$ cat src/websocket_frame_deframer_core_defines.svh
// ----------------------------------------------------------------------------
// WebSocket deframer assertion macros
// Shared property wrappers for the deframer modules, clocked on i_clk and
// disabled while i_rst_n is low.
// ----------------------------------------------------------------------------
`ifndef WEBSOCKET_FRAME_DEFRAMER_CORE_DEFINES_SVH
`define WEBSOCKET_FRAME_DEFRAMER_CORE_DEFINES_SVH

// Same-cycle implication.
`define WSDF_ASSERT_SAME(label, ante, cons, msg) \
    label: assert property (@(posedge i_clk) disable iff (!i_rst_n) \
        (ante) |-> (cons)) else $error(msg);

// Next-cycle implication.
`define WSDF_ASSERT_NEXT(label, ante, cons, msg) \
    label: assert property (@(posedge i_clk) disable iff (!i_rst_n) \
        (ante) |=> (cons)) else $error(msg);

`endif

$ cat src/wsdf_pkg.sv
// ----------------------------------------------------------------------------
// WebSocket deframer package
// Types, opcodes and result codes shared by the deframer modules.
// ----------------------------------------------------------------------------
package wsdf_pkg;

    localparam int LEN_W = 17;

    localparam logic [LEN_W-1:0] MAX_PAYLOAD_RST = 17'h10000;

    localparam logic [3:0] OP_TEXT  = 4'h1;
    localparam logic [3:0] OP_CLOSE = 4'h8;
    localparam logic [3:0] OP_PING  = 4'h9;

    localparam logic [6:0] LEN7_EXT16 = 7'd126;
    localparam logic [6:0] LEN7_EXT64 = 7'd127;

    typedef enum logic [2:0] {
        PH_HDR0,
        PH_HDR1,
        PH_EXT16,
        PH_EXT64,
        PH_MASK,
        PH_DATA
    } t_phase;

    typedef enum logic [1:0] {
        KIND_BYTE,
        KIND_EMPTY,
        KIND_CLOSE,
        KIND_OVERSIZE
    } t_kind;

    typedef struct packed {
        t_kind       kind;
        logic [3:0]  opcode;
        logic [7:0]  data;
        logic        last;
    } t_result;

endpackage

$ cat src/websocket_frame_deframer_core.sv
// ----------------------------------------------------------------------------
// WebSocket frame deframer core
// Parses received WebSocket frames one byte per item, unmasks the payload
// and emits text and ping payload bytes and empty, close and oversize results.
// ----------------------------------------------------------------------------
// The block takes one byte per clock and can sustain one item every cycle on
// both sides unless the output stalls; each byte passes an input register, the
// header state machine and a result register. Header, mask key and dropped
// payload bytes give no item unless they end a header or a close frame. After
// a close frame completes or a frame exceeds max_payload the block swallows
// every byte until reset. The user must write max_payload through the
// configuration channel only while the stream is idle; it is not enforced.

module websocket_frame_deframer_core
    import wsdf_pkg::*;
(
    input  logic             i_clk,
    input  logic             i_rst_n,
    input  logic             i_cfg_valid,
    output logic             o_cfg_ready,
    input  logic [LEN_W-1:0] i_cfg_data,     // max_payload
    input  logic             i_s_tvalid,
    output logic             o_s_tready,
    input  logic [7:0]       i_s_tdata,      // [7:0] rx_byte
    output logic             o_m_tvalid,
    input  logic             i_m_tready,
    output logic [15:0]      o_m_tdata,      // [3:0] frame_opcode, [11:4] data, zero pad
    output logic [1:0]       o_m_tuser,      // [1:0] kind
    output logic             o_m_tlast
);

    logic [LEN_W-1:0] r_max_payload;
    logic             r_in_valid;
    logic [7:0]       r_in_byte;
    logic             r_out_valid;
    t_result          r_out;

    logic             w_advance;
    logic             w_step;
    logic             w_res_valid;
    t_result          w_res;

    assign o_cfg_ready = 1'b1;

    // The result register moves whenever it is empty or being drained, and
    // the input register feeds the parser in the same cycle.
    assign w_advance  = !r_out_valid || i_m_tready;
    assign w_step     = r_in_valid && w_advance;
    assign o_s_tready = !r_in_valid || w_advance;

    wsdf_parser u_parser (
        .i_clk         (i_clk),
        .i_rst_n       (i_rst_n),
        .i_step        (w_step),
        .i_byte        (r_in_byte),
        .i_max_payload (r_max_payload),
        .o_res_valid   (w_res_valid),
        .o_res         (w_res)
    );

    always_ff @(posedge i_clk) begin
        if (!i_rst_n) begin
            r_max_payload <= MAX_PAYLOAD_RST;
            r_in_valid    <= 1'b0;
            r_out_valid   <= 1'b0;
        end else begin
            if (i_cfg_valid) begin
                r_max_payload <= i_cfg_data;
            end
            if (o_s_tready) begin
                r_in_valid <= i_s_tvalid;
            end
            if (w_advance) begin
                r_out_valid <= w_step && w_res_valid;
            end
        end
    end

    always_ff @(posedge i_clk) begin
        if (o_s_tready && i_s_tvalid) begin
            r_in_byte <= i_s_tdata;
        end
        if (w_step && w_res_valid) begin
            r_out <= w_res;
        end
    end

    assign o_m_tvalid = r_out_valid;
    assign o_m_tdata  = {4'd0, r_out.data, r_out.opcode};
    assign o_m_tuser  = r_out.kind;
    assign o_m_tlast  = r_out.last;

endmodule

$ cat src/wsdf_parser.sv
// ----------------------------------------------------------------------------
// WebSocket frame parser
// Header state machine, length check and payload unmasking for one byte
// per step, with the result produced combinationally from the current byte.
// ----------------------------------------------------------------------------
`include "websocket_frame_deframer_core_defines.svh"

module wsdf_parser
    import wsdf_pkg::*;
(
    input  logic             i_clk,
    input  logic             i_rst_n,
    input  logic             i_step,
    input  logic [7:0]       i_byte,
    input  logic [LEN_W-1:0] i_max_payload,
    output logic             o_res_valid,
    output t_result          o_res
);

    localparam logic [2:0] EXT16_END = 3'd1;
    localparam logic [2:0] EXT64_END = 3'd7;
    localparam logic [2:0] MASK_END  = 3'd3;

    t_phase           r_phase,     n_phase;
    logic [3:0]       r_opcode,    n_opcode;
    logic             r_masked,    n_masked;
    logic [LEN_W-1:0] r_len,       n_len;
    logic             r_len_over,  n_len_over;
    logic [2:0]       r_cnt,       n_cnt;
    logic [31:0]      r_mask_key,  n_mask_key;
    logic [LEN_W-1:0] r_remaining, n_remaining;
    logic [1:0]       r_key_idx,   n_key_idx;
    logic             r_halted,    n_halted;

    logic [6:0]       w_len7;
    logic             w_len7_ext;
    logic [LEN_W-1:0] w_ext_lo;
    logic             w_ext_over;
    logic             w_ext_end;
    logic [LEN_W-1:0] w_cand_lo;
    logic             w_cand_over;
    logic             w_len_done;
    logic             w_oversize;
    logic             w_masked_now;
    logic             w_start;
    logic [LEN_W-1:0] w_start_len;
    logic             w_start_zero;
    logic [LEN_W-1:0] w_rem_dec;
    logic             w_data_last;
    logic             w_emitted;
    logic             w_is_close;
    logic [7:0]       w_key_byte;
    logic             w_halt_now;

    assign w_len7     = i_byte[6:0];
    assign w_len7_ext = (w_len7 == LEN7_EXT16) || (w_len7 == LEN7_EXT64);

    // Only the low 17 bits of a long length are kept; anything shifted out
    // of that window marks the length as too large for any limit.
    assign w_ext_lo   = {r_len[LEN_W-9:0], i_byte};
    assign w_ext_over = r_len_over | (|r_len[LEN_W-1:LEN_W-8]);
    assign w_ext_end  = ((r_phase == PH_EXT16) && (r_cnt == EXT16_END)) ||
                        ((r_phase == PH_EXT64) && (r_cnt == EXT64_END));

    assign w_cand_lo   = (r_phase == PH_HDR1) ? {{(LEN_W-7){1'b0}}, w_len7} : w_ext_lo;
    assign w_cand_over = (r_phase == PH_HDR1) ? 1'b0 : w_ext_over;
    assign w_len_done  = ((r_phase == PH_HDR1) && !w_len7_ext) || w_ext_end;
    assign w_oversize  = w_cand_over || (w_cand_lo > i_max_payload);

    assign w_masked_now = (r_phase == PH_HDR1) ? i_byte[7] : r_masked;
    assign w_start      = (w_len_done && !w_oversize && !w_masked_now) ||
                          ((r_phase == PH_MASK) && (r_cnt == MASK_END));
    assign w_start_len  = (r_phase == PH_MASK) ? r_len : w_cand_lo;
    assign w_start_zero = (w_start_len == '0);

    assign w_rem_dec   = r_remaining - {{(LEN_W-1){1'b0}}, 1'b1};
    assign w_data_last = (w_rem_dec == '0);
    assign w_emitted   = (r_opcode == OP_TEXT) || (r_opcode == OP_PING);
    assign w_is_close  = (r_opcode == OP_CLOSE);

    always_comb begin
        case (r_key_idx)
            2'd0:    w_key_byte = r_mask_key[31:24];
            2'd1:    w_key_byte = r_mask_key[23:16];
            2'd2:    w_key_byte = r_mask_key[15:8];
            default: w_key_byte = r_mask_key[7:0];
        endcase
    end

    assign w_halt_now = (w_len_done && w_oversize) ||
                        (w_start && w_start_zero && w_is_close) ||
                        ((r_phase == PH_DATA) && w_data_last && !w_emitted && w_is_close);

    // Next state.
    always_comb begin
        n_phase     = r_phase;
        n_opcode    = r_opcode;
        n_masked    = r_masked;
        n_len       = r_len;
        n_len_over  = r_len_over;
        n_cnt       = r_cnt;
        n_mask_key  = r_mask_key;
        n_remaining = r_remaining;
        n_key_idx   = r_key_idx;
        n_halted    = r_halted;
        if (i_step && !r_halted) begin
            case (r_phase)
                PH_HDR0: begin
                    n_opcode = i_byte[3:0];
                    n_phase  = PH_HDR1;
                end
                PH_HDR1: begin
                    n_masked   = i_byte[7];
                    n_cnt      = '0;
                    n_len_over = 1'b0;
                    n_len      = w_len7_ext ? '0 : w_cand_lo;
                    if (w_len7 == LEN7_EXT16) begin
                        n_phase = PH_EXT16;
                    end else if (w_len7 == LEN7_EXT64) begin
                        n_phase = PH_EXT64;
                    end
                end
                PH_EXT16, PH_EXT64: begin
                    n_len      = w_ext_lo;
                    n_len_over = w_ext_over;
                    if (!w_ext_end) begin
                        n_cnt = r_cnt + 3'd1;
                    end
                end
                PH_MASK: begin
                    n_mask_key = {r_mask_key[23:0], i_byte};
                    if (r_cnt != MASK_END) begin
                        n_cnt = r_cnt + 3'd1;
                    end
                end
                PH_DATA: begin
                    n_key_idx   = r_key_idx + 2'd1;
                    n_remaining = w_rem_dec;
                    if (w_data_last) begin
                        n_phase = PH_HDR0;
                    end
                end
                default: begin
                    n_phase = PH_HDR0;
                end
            endcase

            // A finished length either stops the stream, moves on to the
            // mask key, starts the payload, or ends an empty frame.
            if (w_len_done && !w_oversize && w_masked_now) begin
                n_cnt   = '0;
                n_phase = PH_MASK;
            end
            if (w_start) begin
                if (w_start_zero) begin
                    n_phase = PH_HDR0;
                end else begin
                    n_remaining = w_start_len;
                    n_key_idx   = '0;
                    n_phase     = PH_DATA;
                end
            end
            if (w_halt_now) begin
                n_halted = 1'b1;
            end
        end
    end

    // Result for the current byte.
    always_comb begin
        o_res_valid = 1'b0;
        o_res       = '{kind: KIND_BYTE, opcode: r_opcode, data: 8'd0, last: 1'b0};
        if (!r_halted) begin
            if (w_len_done && w_oversize) begin
                o_res_valid = 1'b1;
                o_res.kind  = KIND_OVERSIZE;
            end else if (w_start && w_start_zero) begin
                if (w_is_close) begin
                    o_res_valid = 1'b1;
                    o_res.kind  = KIND_CLOSE;
                end else if (w_emitted) begin
                    o_res_valid = 1'b1;
                    o_res.kind  = KIND_EMPTY;
                    o_res.last  = 1'b1;
                end
            end else if (r_phase == PH_DATA) begin
                if (w_emitted) begin
                    o_res_valid = 1'b1;
                    o_res.data  = r_masked ? (i_byte ^ w_key_byte) : i_byte;
                    o_res.last  = w_data_last;
                end else if (w_is_close && w_data_last) begin
                    o_res_valid = 1'b1;
                    o_res.kind  = KIND_CLOSE;
                end
            end
        end
    end

    always_ff @(posedge i_clk) begin
        if (!i_rst_n) begin
            r_phase     <= PH_HDR0;
            r_opcode    <= '0;
            r_masked    <= 1'b0;
            r_len       <= '0;
            r_len_over  <= 1'b0;
            r_cnt       <= '0;
            r_mask_key  <= '0;
            r_remaining <= '0;
            r_key_idx   <= '0;
            r_halted    <= 1'b0;
        end else begin
            r_phase     <= n_phase;
            r_opcode    <= n_opcode;
            r_masked    <= n_masked;
            r_len       <= n_len;
            r_len_over  <= n_len_over;
            r_cnt       <= n_cnt;
            r_mask_key  <= n_mask_key;
            r_remaining <= n_remaining;
            r_key_idx   <= n_key_idx;
            r_halted    <= n_halted;
        end
    end

    `WSDF_ASSERT_NEXT(a_halt_sticky, r_halted, r_halted, "halt flag cleared without reset")
    `WSDF_ASSERT_SAME(a_halt_silent, r_halted, !o_res_valid, "result produced after halt")
    `WSDF_ASSERT_SAME(a_close_opcode, o_res_valid && (o_res.kind == KIND_CLOSE),
        o_res.opcode == OP_CLOSE, "close result without close opcode")
    `WSDF_ASSERT_SAME(a_byte_opcode,
        o_res_valid && ((o_res.kind == KIND_BYTE) || (o_res.kind == KIND_EMPTY)),
        (o_res.opcode == OP_TEXT) || (o_res.opcode == OP_PING),
        "payload result for a dropped opcode")

endmodule

$ cat config.mk
export PLATFORM = sky130hd
export DESIGN_NAME = websocket_frame_deframer_core
export DESIGN_NICKNAME = d
export VERILOG_FILES = /design/src/wsdf_pkg.sv /design/src/websocket_frame_deframer_core.sv /design/src/wsdf_parser.sv
export VERILOG_INCLUDE_DIRS = /design/src /design/src/src
export SDC_FILE = /design/constraint.sdc
export NUM_CORES = 1
export LEC_CHECK = 0
export ABC_AREA = 1
export CORE_AREA = 2 2 111 113
export DETAILED_ROUTE_END_ITERATION = 8
export DIE_AREA = 0 0 113 115
export DONT_BUFFER_PORTS = 1
export GPL_TIMING_DRIVEN = 0
export PLACE_DENSITY_LB_ADDON = 0.25
export SYNTH_ARGS = -nofsm -noshare
export SYNTH_HDL_FRONTEND = slang
export SYNTH_SLANG_ARGS = --single-unit
$ cat constraint.sdc
create_clock -name i_clk -period 8.74 [get_ports i_clk]
set_clock_uncertainty 0.15 [all_clocks]
set_input_delay 1.748 -clock i_clk [delete_from_list [all_inputs] [get_ports i_clk]]
set_output_delay 1.748 -clock i_clk [all_outputs]
set_load 0.01 [all_outputs]
---- After elaboration in Yosys (flattened, before gate mapping) ----
Index checks and enable logic that the tools add are counted.
storage, ports and cells
  register bits after elaboration ......... 123
  input port bits ......................... 30
  output and inout port bits .............. 22
  word-level logic and storage cells ...... 144
cells by class
  add/sub/neg operators ................... 3
  magnitude comparators ................... 1
  equal/unequal tests ..................... 21
  multiplexer cells ....................... 45
  bitwise gates (word level) .............. 4
  reductions and logical operators ........ 52
operators by type and width
  operator               count
  $mux 17                6
  $logic_not 17->1       2
  $pmux 17 s2            1
  $mux 3                 9
  $pmux 8 s3             1
  $logic_and 1x1->1      18
  $mux 2                 9
  $gt 17x17->1           1
  $sub 17x1->17 const B  1
  $mux 1                 15
  $eq 7x7->1 const B     2
  $pmux 3 s4             1
  $logic_or 1x1->1       10
  $eq 3x2->1 const B     3
  $eq 3x3->1 const B     3
  $pmux 3 s3             1
  $eq 4x4->1 const B     2
  $mux 8                 1
  $reduce_and 2->1       4
  $reduce_and 4->1       2
  $reduce_or 8->1        1
  $xor 8x8->8            1
  $logic_not 1->1        7
  $eq 3x1->1 const B     2
  other kinds (20)       23

---- Depth between registers and ports, before layout ----
Gate-level depths: netlist of run 1.
  depth after elaboration ................. 13
  mapped depth ............................ 23
  gate-level depth less buffers ........... 22

---- Hierarchy ----
From an unflattened synthesis of run 1, not the netlist that was laid out.
second synthesis, totals
  cells, all modules ...................... 1016
  area, all modules ....................... 7063.0 µm²
by module, submodules not included
  module                         instances  cells an instance  area each (µm²)  seq. area each (µm²)
  wsdf_parser                    1          896                5612.9           1621.6
  websocket_frame_deframer_core  1          120                1450.1           1071.0

---- Least setup slack after synthesis of run 1 ----
OpenSTA, ideal clock, no wires.
  path kind ............................... in2out
  start ................................... in i_m_tready
  end ..................................... out o_s_tready
  arrival time ............................ 1.932 ns
  required time ........................... 6.842 ns
  setup slack ............................. 4.910 ns
  stages .................................. 2
  path buffers ............................ 0
  cell sequence ........................... inv_1 -> nand3_1
between the ends
  cells in the longest elaborated chain, start to end .. 2
ends and longest elaborated chain
  item                line                                 source
  start: declaration  websocket_frame_deframer_core.sv:26  input logic i_m_tready,
  $logic_or 1x1->1    websocket_frame_deframer_core.sv:47  assign w_advance = !r_out_valid || i_m_tready;
  $logic_or 1x1->1    websocket_frame_deframer_core.sv:49  assign o_s_tready = !r_in_valid || w_advance;
  end: declaration    websocket_frame_deframer_core.sv:23  output logic o_s_tready,
Every way passes these cells.

---- Final worst setup path of run 1 ----
Ends and elaborated chain as after synthesis.

==> impl_results.md, run 1 <==
* Reg2reg end: o_m_tdata[9]
* Worst Path Arrival at 1.98 ns
* Post-cts hold buffer count at 0
* Post-synth EDFFs at 23
* Pins over their slew limit at 0
* Startpoint Class: input pin
* Drc violations at 1
* FFs w/ async S/R, synth at 0
* R2R Setup Slk at 5.15 ns
* Setup CP Type: in2out
* Layout filler cell count at 1090
* Main flop type after synthesis: dfxtp_1
* Gr ovfl total at 0
* Pre-antenna DRT Iters at 8
* Setup_tns at 0 ns
* CP Launch Point: i_m_tready
* Hold WC Path Type: reg2reg
* Tmin final at 3.88 ns
* Longest Clk Path Bufs at 2
* Sequential element share of the synthesized area at 0.390
* Largest stage delay, worst path at 0.18 ns
* Initial detailed-routing violation count at 660
* F_max at 0.258 GHz
* First-pass GRT wire length at 30200 um
* Compound-Gate Fraction of Synth Area at 0.174
* Util after Layout at 0.649
* Int Power at 0.00108 W
* Net count, final at 1088
* Gate power share at 0.138
* Vias at 6585
* Worst reg2reg path depth at 20
* Unrepaired setup endpoints after global routing: false
* Initial Util at 0.584
* Placed inst area at 7090 um^2
* Synth warn at 0
* Max-Cap Viols at 0
* Most frequent cells in the layout: nand2_1, nor2_1, o21ai_0, dfxtp_1, inv_1
* Top Ports at 52
* Clk pin slew, worst setup/hold paths at 0.06 ns
* Buf/Inv on CP at 1
* Critical path depth at 2
* Worst setup path endpoint: o_s_tready
* Count of final setup violators at 0
* Psw at 0.000418 W
* Max H-tree Level at 4
* Cell area after synthesis at 6900 um^2
* Via/cell ratio at 5.52
* Family with the most delay on the worst path: simple AND/OR/NAND/NOR gates
* Die area at 13000 um^2
* Largest net degree at the start of global routing at 17
* Detail Route Antenna Nets at 0
* Clk sink count at 123
* Xor and xnor area share after synthesis at 0.0178
* Fin area at 7660 um^2
* Clk pwr share at 0.451
* Routed WL at 18400 um
* Flops & latches, synth at 123
* CP endpoint kind: output pin
* Worst rel slew slack at 0.573
* Sw Ratio at 0.278
* Ant diodes at 0
* WL/cell at 15.4 um
* Placed wire-length estimate at 13800 um
* Reg2reg start: u_parser.r_phase[1]
* Cells after Synth at 1012
* TritonCTS clock tree: done
* Failing checks: design-rule violations
* Mux share of post-synthesis cell area at 0
* Outcome: finished, violations left
* Synthesized-area fraction occupied by and/or/nand/nor cells at 0.284
* Slowest CP cell: nand3_1
* CP Max Fanout at 3
* Core area at 11800 um^2
* Power share of the sequential group at 0.411
* Distinct cells, synth at 42
* Die width at 113 um
* Largest family of logic cells by synthesized area: simple AND/OR/NAND/NOR gates
* Die Ht at 115 um
* Power Density at 196 nW/um^2
* Maximum vdd drop at 0.165 mV
* Final worst slack at 4.86 ns
* Root buffer cell: clkbuf_16
* Post-Synth Adder-Cell Area at 0.0435
* Setup bufs post-CTS at 0
* Number of port buffers at 0
* Slew @ Worst Pin at 0.641 ns
* Syn_area_per_cell at 6.82 um^2
* Final Hold Fails at 0
* Gr usage total at 0.296
* Synth-to-layout area growth at 11.1%
* Most common cell after layout, fill and taps aside: nand2_1
* Required @ worst endpoint at 6.84 ns
* Crit-path cells: inv_1, nand3_1
* CTS Buf Count at 17
* Skew-Pair Late Insertion Delay at 0.42 ns
* Pre-CTS setup slack at 4.88 ns
* Vias in the first global route at 6118
* Lkg Pwr at 3.45 nW
* Initial antenna violation count at 0
* Row count at 40
* Share of layout cells above drive strength 1 at 0.0621
* Placer Congestion at 0.947
* Fin Hold WS at 0.296 ns
* CTS-repair resized insts at 0
* Final Cycle Share at 0.444
[sequential cells by signal, indices dropped and copies added, names as in the netlist]
register and flops:
u_parser.r_mask_key 32, r_max_payload 17, u_parser.r_len 17, u_parser.r_remaining 17, o_m_tdata 12, r_in_byte 8, u_parser.r_opcode 4, u_parser.r_cnt 3
u_parser.r_phase 3, o_m_tuser 2, u_parser.r_key_idx 2, o_m_tlast 1, o_m_tvalid 1, r_in_valid 1, u_parser.r_halted 1, u_parser.r_len_over 1
u_parser.r_masked 1
[synthesized netlist by cell type, types with 2 or more instances]
cell type / instances / share of area
buf_2: 4 / 0.0029
dfxtp_1: 100 / 0.29
o21ai_1: 15 / 0.011
inv_1: 99 / 0.054
a21boi_0: 2 / 0.0022
edfxtp_1: 23 / 0.10
o211ai_1: 2 / 0.0022
nand3_1: 44 / 0.032
buf_1: 4 / 0.0022
nand2_4: 2 / 0.0033
nor2_1: 122 / 0.066
xnor2_1: 3 / 0.0038
buf_6: 2 / 0.0033
a21oi_1: 85 / 0.062
inv_2: 4 / 0.0022
clkbuf_1: 32 / 0.017
o21ai_0: 110 / 0.080
nand4_1: 19 / 0.017
conb_1: 2 / 0.0011
nor2_2: 4 / 0.0036
nand2_1: 256 / 0.14
xor2_1: 11 / 0.014
nor3_1: 5 / 0.0036
nand2_2: 5 / 0.0045
buf_4: 7 / 0.0076
a31oi_1: 11 / 0.010
ha_1: 24 / 0.044
[through the flow]
stage	std cells	power (W)
6_report	1194	0.00150
3_3_place_gp	1162	0.000828
3_5_place_dp	1162	0.000831
2_1_floorplan	1015	0.000777
4_1_cts	1194	0.00150
5_1_grt	1194	0.00156
[power groups by stage]
stage          combinational [W]  clock (W)  sequential (W)
3_3_place_gp            0.000200          0        0.000628
2_1_floorplan           0.000155          0        0.000622
6_report                0.000208   0.000677        0.000617
5_1_grt                 0.000234   0.000705        0.000620
4_1_cts                 0.000204   0.000682        0.000617
3_5_place_dp            0.000203          0        0.000628
[cell type report]
class,instances,area (um^2),area share
multi-input cells,739,3600,0.469
flip-flops and latches,123,2690,0.351
clock buffers,19,443,0.0578
inverters,104,390,0.0510
plain buffers,49,230,0.0301
well taps,147,184,0.0240
clock inverters,13,125,0.0163
[logic make-up (layout without fill, tap and decap cells)]
| family | count (synthesis) | in the layout |
|---|---|---|
| AOI/OAI and AO/OA | 230 | 230 |
| xor gates and xnor gates | 14 | 14 |
| adders and majority gates | 24 | 24 |
| buffers and inverters | 153 | 185 |
| DFF | 123 | 123 |
| other | 2 | 5 |
| and+or+nand+nor | 466 | 466 |
[metal layers]
metal  vias up  wire length [um]  GRT usage
met5         -                 0          0
met4         0               638      0.136
met3        49              1300     0.0680
met2       266              8350      0.474
met1      2922              8160      0.384
li1       3348                 -          -
[worst min path at each step]
stage / to / cells after the start / startpoint
final: o_m_tdata[3] / 0 / u_parser.r_opcode[3]
after global routing: o_m_tdata[3] / 0 / u_parser.r_opcode[3]
after CTS: o_m_tdata[3] / 0 / u_parser.r_opcode[3]
after detailed placement: o_m_tdata[3] / 0 / u_parser.r_opcode[3]
after global placement: o_m_tdata[3] / 0 / u_parser.r_opcode[3]
after floorplan: o_m_tdata[3] / 0 / u_parser.r_opcode[3]
(Power assumes the default switching activity.)
==> inputs of run 2 (changes only) <==
Clock period 8.74 ns to 3.8 ns, I/O delays scaled along.
==> run 2 against run 1 <==
Effect of this change: the run still ends with design-rule violations left; count of clock-buffer cells in the layout did not move; final cell count about the same; final area increased by 0.31%; non-clock buffer count rose by 1; die area is the same; register-to-register slack got worse by 4.8 ns; critical path depth grew 20; combinational power grew 130%; clock power rose by 130%; global-route usage unchanged; largest power group unchanged; setup slack got worse by 4.5 ns; first-iteration DRC count is 11% lower.
==> impl_results.md, run 2 (synthesis results as in run 1) <==
* Unrepaired setup endpoints after global routing: false
* Crit-path most repeated cell: nand2_1
* Clk sink count at 123 (unchanged)
* Skew-Pair Late Insertion Delay at 0.43 ns (about the same)
* CP Max Fanout at 15 (+12)
* Startpoint Class: register
* Placed instance count at 1162 (unchanged)
* Row count at 40 (unchanged)
* Lkg Pwr at 3.45 nW (about the same)
* Placed wire-length estimate at 13800 um (unchanged)
* Fin area at 7680 um^2 (+0.31%)
* Failing checks: design-rule violations
* Vias at 6620 (+0.53%)
* Register area at 2690 um^2 (unchanged)
* Longest Clk Path Bufs at 2 (unchanged)
* Core area at 11800 um^2 (unchanged)
* Worst rel slew slack at 0.565 (-0.00744)
* Pwr Total at 0.00346 W (+130%)
* Share of layout cells above drive strength 1 at 0.0639 (+0.00185)
* Final Cycle Share at 0.918
* Pre-CTS setup slack at 0.251 ns (-4.63 ns)
* Outcome: finished, violations left
* Routing usage on met2 at 0.474 (unchanged)
* Placer Congestion at 0.947 (unchanged)
* Most frequent cells in the layout: nand2_1, nor2_1, o21ai_0, dfxtp_1, inv_1
* Largest stage delay, worst path at 0.35 ns (+0.17 ns)
* Gr busiest metal: met2
* Layout filler cell count at 1086 (-0.37%)
* F_max at 0.287 GHz
* Most common cell after layout, fill and taps aside: nand2_1
* Drc violations at 1 (unchanged)
* M3 GR Usage at 0.0680 (unchanged)
* Initial Util at 0.584 (unchanged)
* Root buffer cell: clkbuf_16
* WL/cell at 15.5 um (+0.15%)
* Required @ worst endpoint at 3.84 ns (-3.00 ns)
* Initial detailed-routing violation count at 587 (-11%)
* Routed WL at 18500 um (+0.24%)
* Detail Route Antenna Nets at 0 (unchanged)
* Initial antenna violation count at 0 (unchanged)
* CTS Buf Count at 17 (unchanged)
* Top Ports at 52 (unchanged)
* Number of port buffers at 0 (unchanged)
* Hold WC Path Type: in2reg
* Grt met1 use at 0.384 (unchanged)
* Power Density at 450 nW/um^2 (+130%)
* Tmin final at 3.49 ns
* Pre-antenna DRT Iters at 9 (+1)
* Die Ht at 115 um (unchanged)
* Placed inst area at 7090 um^2 (unchanged)
* Ant diodes at 0 (unchanged)
* Net count, final at 1089 (+0.092%)
* Pins over their slew limit at 0 (unchanged)
* Multi-input logic area at 3600 um^2 (unchanged)
* Gr usage total at 0.296 (unchanged)
* Slew @ Worst Pin at 0.652 ns (+0.0112 ns)
* CP endpoint kind: register
* Max H-tree Level at 4 (unchanged)
* Via/cell ratio at 5.54 (+0.45%)
* Die area at 13000 um^2 (unchanged)
* Worst Path Arrival at 3.52 ns (+1.54 ns)
* Layout Cells excl Fill at 1195 (+0.084%)
* Largest net degree at the start of global routing at 17 (unchanged)
* Final worst slack at 0.312 ns (-4.55 ns)
* Gr ovfl total at 0 (unchanged)
* Count of final setup violators at 0 (unchanged)
* Vias in the first global route at 6118 (unchanged)
* Setup_tns at 0 ns (unchanged)
* Max-Cap Viols at 0 (unchanged)
* TritonCTS clock tree: done
* First-pass GRT wire length at 30200 um (unchanged)
* Clk pin slew, worst setup/hold paths at 0.06 ns (about the same)
* Setup CP Type: reg2reg
* Synth-to-layout area growth at 11.4%
* Most flop-heavy register: u_parser.r_mask_key
* Slowest CP cell: dfxtp_1
* Crit-path cells: inv_1, nand3_4, buf_2, nand2_1, inv_1, ha_1, nand2_1, nor2_1, nand2_1, nor2_1, nand3_1, nor2_1, nor2_1, nand2_1, nand3_1, nand2_1, inv_1, a21oi_1, nand2_1, nand2_1, clkinvlp_4, buf_12
* Die width at 113 um (unchanged)
* Max FFs per register at 32 (unchanged)
* Final Hold Fails at 0 (unchanged)
* Maximum vdd drop at 0.379 mV (+130%)
## run 2: cell types whose count changed in the layout (fill, tap and decap cells not counted), sizes merged
cell and delta:
clkinvlp +1, buf +1, inv -1
## run 2: path summary, 6_finish.rpt
| check | cells past startpoint | start | end | slack (ns) |
|---|---|---|---|---|
| setup / recovery | 22 | u_parser.r_phase[1] | o_m_tdata[6] | 0.31 |
| hold / removal | 0 | i_s_tdata[0] | r_in_byte[0] | 0.28 |
| setup reg to reg | 22 | u_parser.r_phase[1] | o_m_tdata[6] | 0.31 |
| hold reg to reg | 0 | u_parser.r_opcode[3] | o_m_tdata[3] | 0.30 |
## run 2: layout make-up
| cell class | instances | share of cell area |
|---|---|---|
| Sequential cell | 123 | 0.350 |
| Clock inverter | 13 | 0.0163 |
| Multi-Input combinational cell | 739 | 0.468 |
| Clock buffer | 19 | 0.0576 |
| Inverter | 104 | 0.0513 |
| Timing Repair Buffer | 1 | 0.00261 |
| Buffer | 49 | 0.0300 |
| Tap cell | 147 | 0.0239 |
## run 2: layer usage
metal  part of all wire  wire length (um)
met3              0.068              1250
met4              0.036               667
met2               0.45              8300
met5                  0                 0
met1               0.45              8270
## run 2: where the power goes
group,total (W),switching (W),internal (W)
logic,0.000478,0.000332,0.000147
clock network,0.00156,0.000592,0.000972
registers,0.00142,0.0000427,0.00138
## run 2: metrics by stage
stage / util / hold slack, ns
floorplan: - / 0.258
global placement: 0.601 / 0.286
detailed placement: 0.601 / 0.291
CTS: 0.649 / 0.270
global route: 0.651 / 0.265
finish: 0.651 / 0.277
## run 2: timing repair
item,CTS,global route
hold buffers,0,0
resized for setup,0,1
setup endpoints to repair,0,15
setup buffers,0,1
## run 2: critical path, delay by kind of cell (launching register included)
family / cells / cell delay, ns
buffers and inverters: 6 / 0.79
DFF: 1 / 0.35
adders and majority gates: 1 / 0.31
and+or+nand+nor: 14 / 1.50
AOI/OAI and AO/OA: 1 / 0.13
==> inputs of run 3 (changes only) <==
Settings changed: CTS_BUF_LIST set to sky130_fd_sc_hd__clkbuf_4, PLACE_DENSITY set to 0.82, PLACE_DENSITY_LB_ADDON 0.25 to unset.
==> run 3 against run 2 <==
Effect of this change: via count increased by 0.86%; final area is 3.5% lower; register-to-register slack improved by 0.04 ns; sequential cell count unchanged; non-clock buffer count did not move; wire length is 2.9% lower; the flow still finishes with violations (design-rule violations); combinational power decreased by 1%; sequential share of layout area up 1.3 points; critical endpoint is now o_m_tdata[9].
==> impl_results.md, run 3 (synthesis results as in run 1) <==
* Outcome: finished, violations left
* Failing checks: design-rule violations
* Drc violations at 2 (+1)
* Largest net degree at the start of global routing at 17 (unchanged)
* Clk pin slew, worst setup/hold paths at 0.12 ns (+0.06 ns)
* Die area at 13000 um^2 (unchanged)
* Placed wire-length estimate at 13400 um (-2.6%)
* Setup CP Type: reg2reg
* F_max at 0.290 GHz (+1.3%)
* Most common cell after layout, fill and taps aside: nand2_1
* First-pass GRT wire length at 29500 um (-2.1%)
* Most frequent cells in the layout: nand2_1, nor2_1, o21ai_0, dfxtp_1, inv_1
* Core area at 11800 um^2 (unchanged)
* Longest Clk Path Bufs at 2 (unchanged)
* Most flop-heavy register: u_parser.r_mask_key
* Reg2reg start: u_parser.r_phase[2]
* Slew @ Worst Pin at 0.692 ns (+0.0405 ns)
* Lkg Pwr at 3.33 nW (-3.5%)
* Skew-Pair Late Insertion Delay at 0.54 ns (+0.11 ns)
* Placer Congestion at 0.969 (+2.3%)
* Final Hold Fails at 0 (unchanged)
* Worst rel slew slack at 0.538 (-0.0270)
* Worst Path Arrival at 3.60 ns (+0.08 ns)
* Vias in the first global route at 6159 (+0.67%)
* WL/cell at 15.0 um (-2.9%)
* Ant diodes at 0 (unchanged)
* Initial antenna violation count at 0 (unchanged)
* Unrepaired setup endpoints after global routing: false
* R2R Setup Slk at 0.36 ns (+0.04 ns)
* Register area at 2690 um^2 (unchanged)
* Setup_tns at 0 ns (unchanged)
* Vias at 6677 (+0.86%)
* CP endpoint kind: register
* Detail Route Antenna Nets at 0 (unchanged)
* Max FFs per register at 32 (unchanged)
* Routed WL at 18000 um (-2.9%)
* Fin area at 7420 um^2 (-3.5%)
* Maximum vdd drop at 0.363 mV (-4.5%)
* Min-Delay Path Depth at 1 (+1)
* Tmin final at 3.44 ns (-0.0445 ns)
* Pins over their slew limit at 0 (unchanged)
* Hold Crit Start: i_cfg_valid
* Root buffer cell: clkbuf_4
* Row count at 40 (unchanged)
* Placed inst area at 7090 um^2 (unchanged)
* Pre-antenna DRT Iters at 7 (-2)
* Synth-to-layout area growth at 7.51%
* Fin Hold WS at 0.162 ns (-0.115 ns)
* Initial Util at 0.584 (unchanged)
* Required @ worst endpoint at 3.95 ns (+0.11 ns)
* Final Cycle Share at 0.906 (-0.0117)
* Max H-tree Level at 4 (unchanged)
* Number of port buffers at 0 (unchanged)
* Power Density at 386 nW/um^2 (-14%)
* Hold Path End: r_max_payload[16]
* Max-Cap Viols at 0 (unchanged)
* Count of final setup violators at 0 (unchanged)
* Gr usage total at 0.284 (-0.0117)
* Die width at 113 um (unchanged)
* Worst reg2reg path depth at 22 (unchanged)
* Clk sink count at 123 (unchanged)
* CTS Buf Count at 17 (unchanged)
* CP Max Fanout at 15 (unchanged)
* Share of layout cells above drive strength 1 at 0.0649 (+0.000954)
* Initial detailed-routing violation count at 541 (-7.8%)
* TritonCTS clock tree: done
* Die Ht at 115 um (unchanged)
* Net count, final at 1089 (unchanged)
* Layout filler cell count at 1127 (+3.8%)
* Reg2reg end: o_m_tdata[9]
* Startpoint Class: register
* Via/cell ratio at 5.59 (+0.86%)
* Multi-input logic area at 3600 um^2 (unchanged)
* Gr ovfl total at 0 (unchanged)
* Top Ports at 52 (unchanged)
* Hold WC Path Type: in2reg
[run 3: cell count changes in the layout (fill, tap and decap cells not counted)]
cell,change
bufinv_16,+1
clkbuf_1,-1
clkbuf_16,-17
clkbuf_4,+20
clkbuf_8,-1
clkinv_2,-3
clkinv_4,+2
inv_6,-1
[run 3: per-layer routing]
layer	share of wire	vias to the layer above	routed length, um	track usage
met1	0.44	3000	7890	0.382
met3	0.073	44	1320	0.0554
met2	0.46	287	8290	0.455
met4	0.026	0	470	0.112
met5	0	-	0	0
li1	-	3346	-	-
[run 3: power by group]
| part | internal, W | total (W) | switching (W) |
|---|---|---|---|
| combinational | 0.000147 | 0.000472 | 0.000326 |
| sequential | 0.00137 | 0.00142 | 0.0000429 |
| clock | 0.000474 | 0.000972 | 0.000498 |
[run 3: worst max path at each step]
| stage | startpoint | endpoint | slack [ns] | cells after the start |
|---|---|---|---|---|
| after global routing | u_parser.r_phase[1] | o_m_tdata[7] | 0.04 | 22 |
| after global placement | u_parser.r_phase[1] | o_m_tdata[10] | 0.27 | 20 |
| after CTS | u_parser.r_phase[1] | o_m_tdata[7] | 0.21 | 20 |
| after floorplan | u_parser.r_phase[1] | o_m_tdata[0] | 0.82 | 20 |
| after detailed placement | u_parser.r_phase[1] | o_m_tdata[10] | 0.25 | 20 |
| final | u_parser.r_phase[2] | o_m_tdata[9] | 0.36 | 22 |
[run 3: critical path, stage by stage (launching register included)]
cell,delay [ns]
dfxtp_1,0.38
inv_2,0.11
nand3_4,0.13
buf_2,0.22
nand2_1,0.13
inv_1,0.07
ha_1,0.31
nand2_1,0.05
nor2_1,0.08
nand2_1,0.06
nor2_1,0.11
nand3_1,0.07
nor2_1,0.13
nor2_1,0.05
nand2_1,0.16
nand3_1,0.13
nand2_1,0.16
inv_1,0.07
a21oi_1,0.13
nand2_1,0.07
nand2_1,0.13
clkinvlp_4,0.13
buf_12,0.16
[run 3: what timing repair did]
item | 4_1_cts | 5_1_grt
gates resized for setup | 0 | 1
setup endpoints to repair | 0 | 15
hold buffers | 0 | 0
endpoints found under the hold margin | 0 | 0
setup buffers | 0 | 1
[run 3: stage by stage]
| step | util | power [W] | instances | setup slack (ns) |
|---|---|---|---|---|
| after floorplan | - | 0.00179 | 1015 | 0.822 |
| after global placement | 0.601 | 0.00190 | 1162 | 0.266 |
| after detailed placement | 0.601 | 0.00191 | 1162 | 0.245 |
| after global routing | 0.628 | 0.00299 | 1195 | 0.0395 |
| after CTS | 0.626 | 0.00286 | 1194 | 0.205 |
| final | 0.628 | 0.00286 | 1195 | 0.356 |
[run 3: cell type report]
cell class,instances,share of cell area
multi-input cells,739,0.485
clock inverters,12,0.0201
inverters,104,0.0531
plain buffers,49,0.0310
flip-flops and latches,123,0.363
well taps,147,0.0248
repair buffers,1,0.00270
clock buffers,20,0.0202
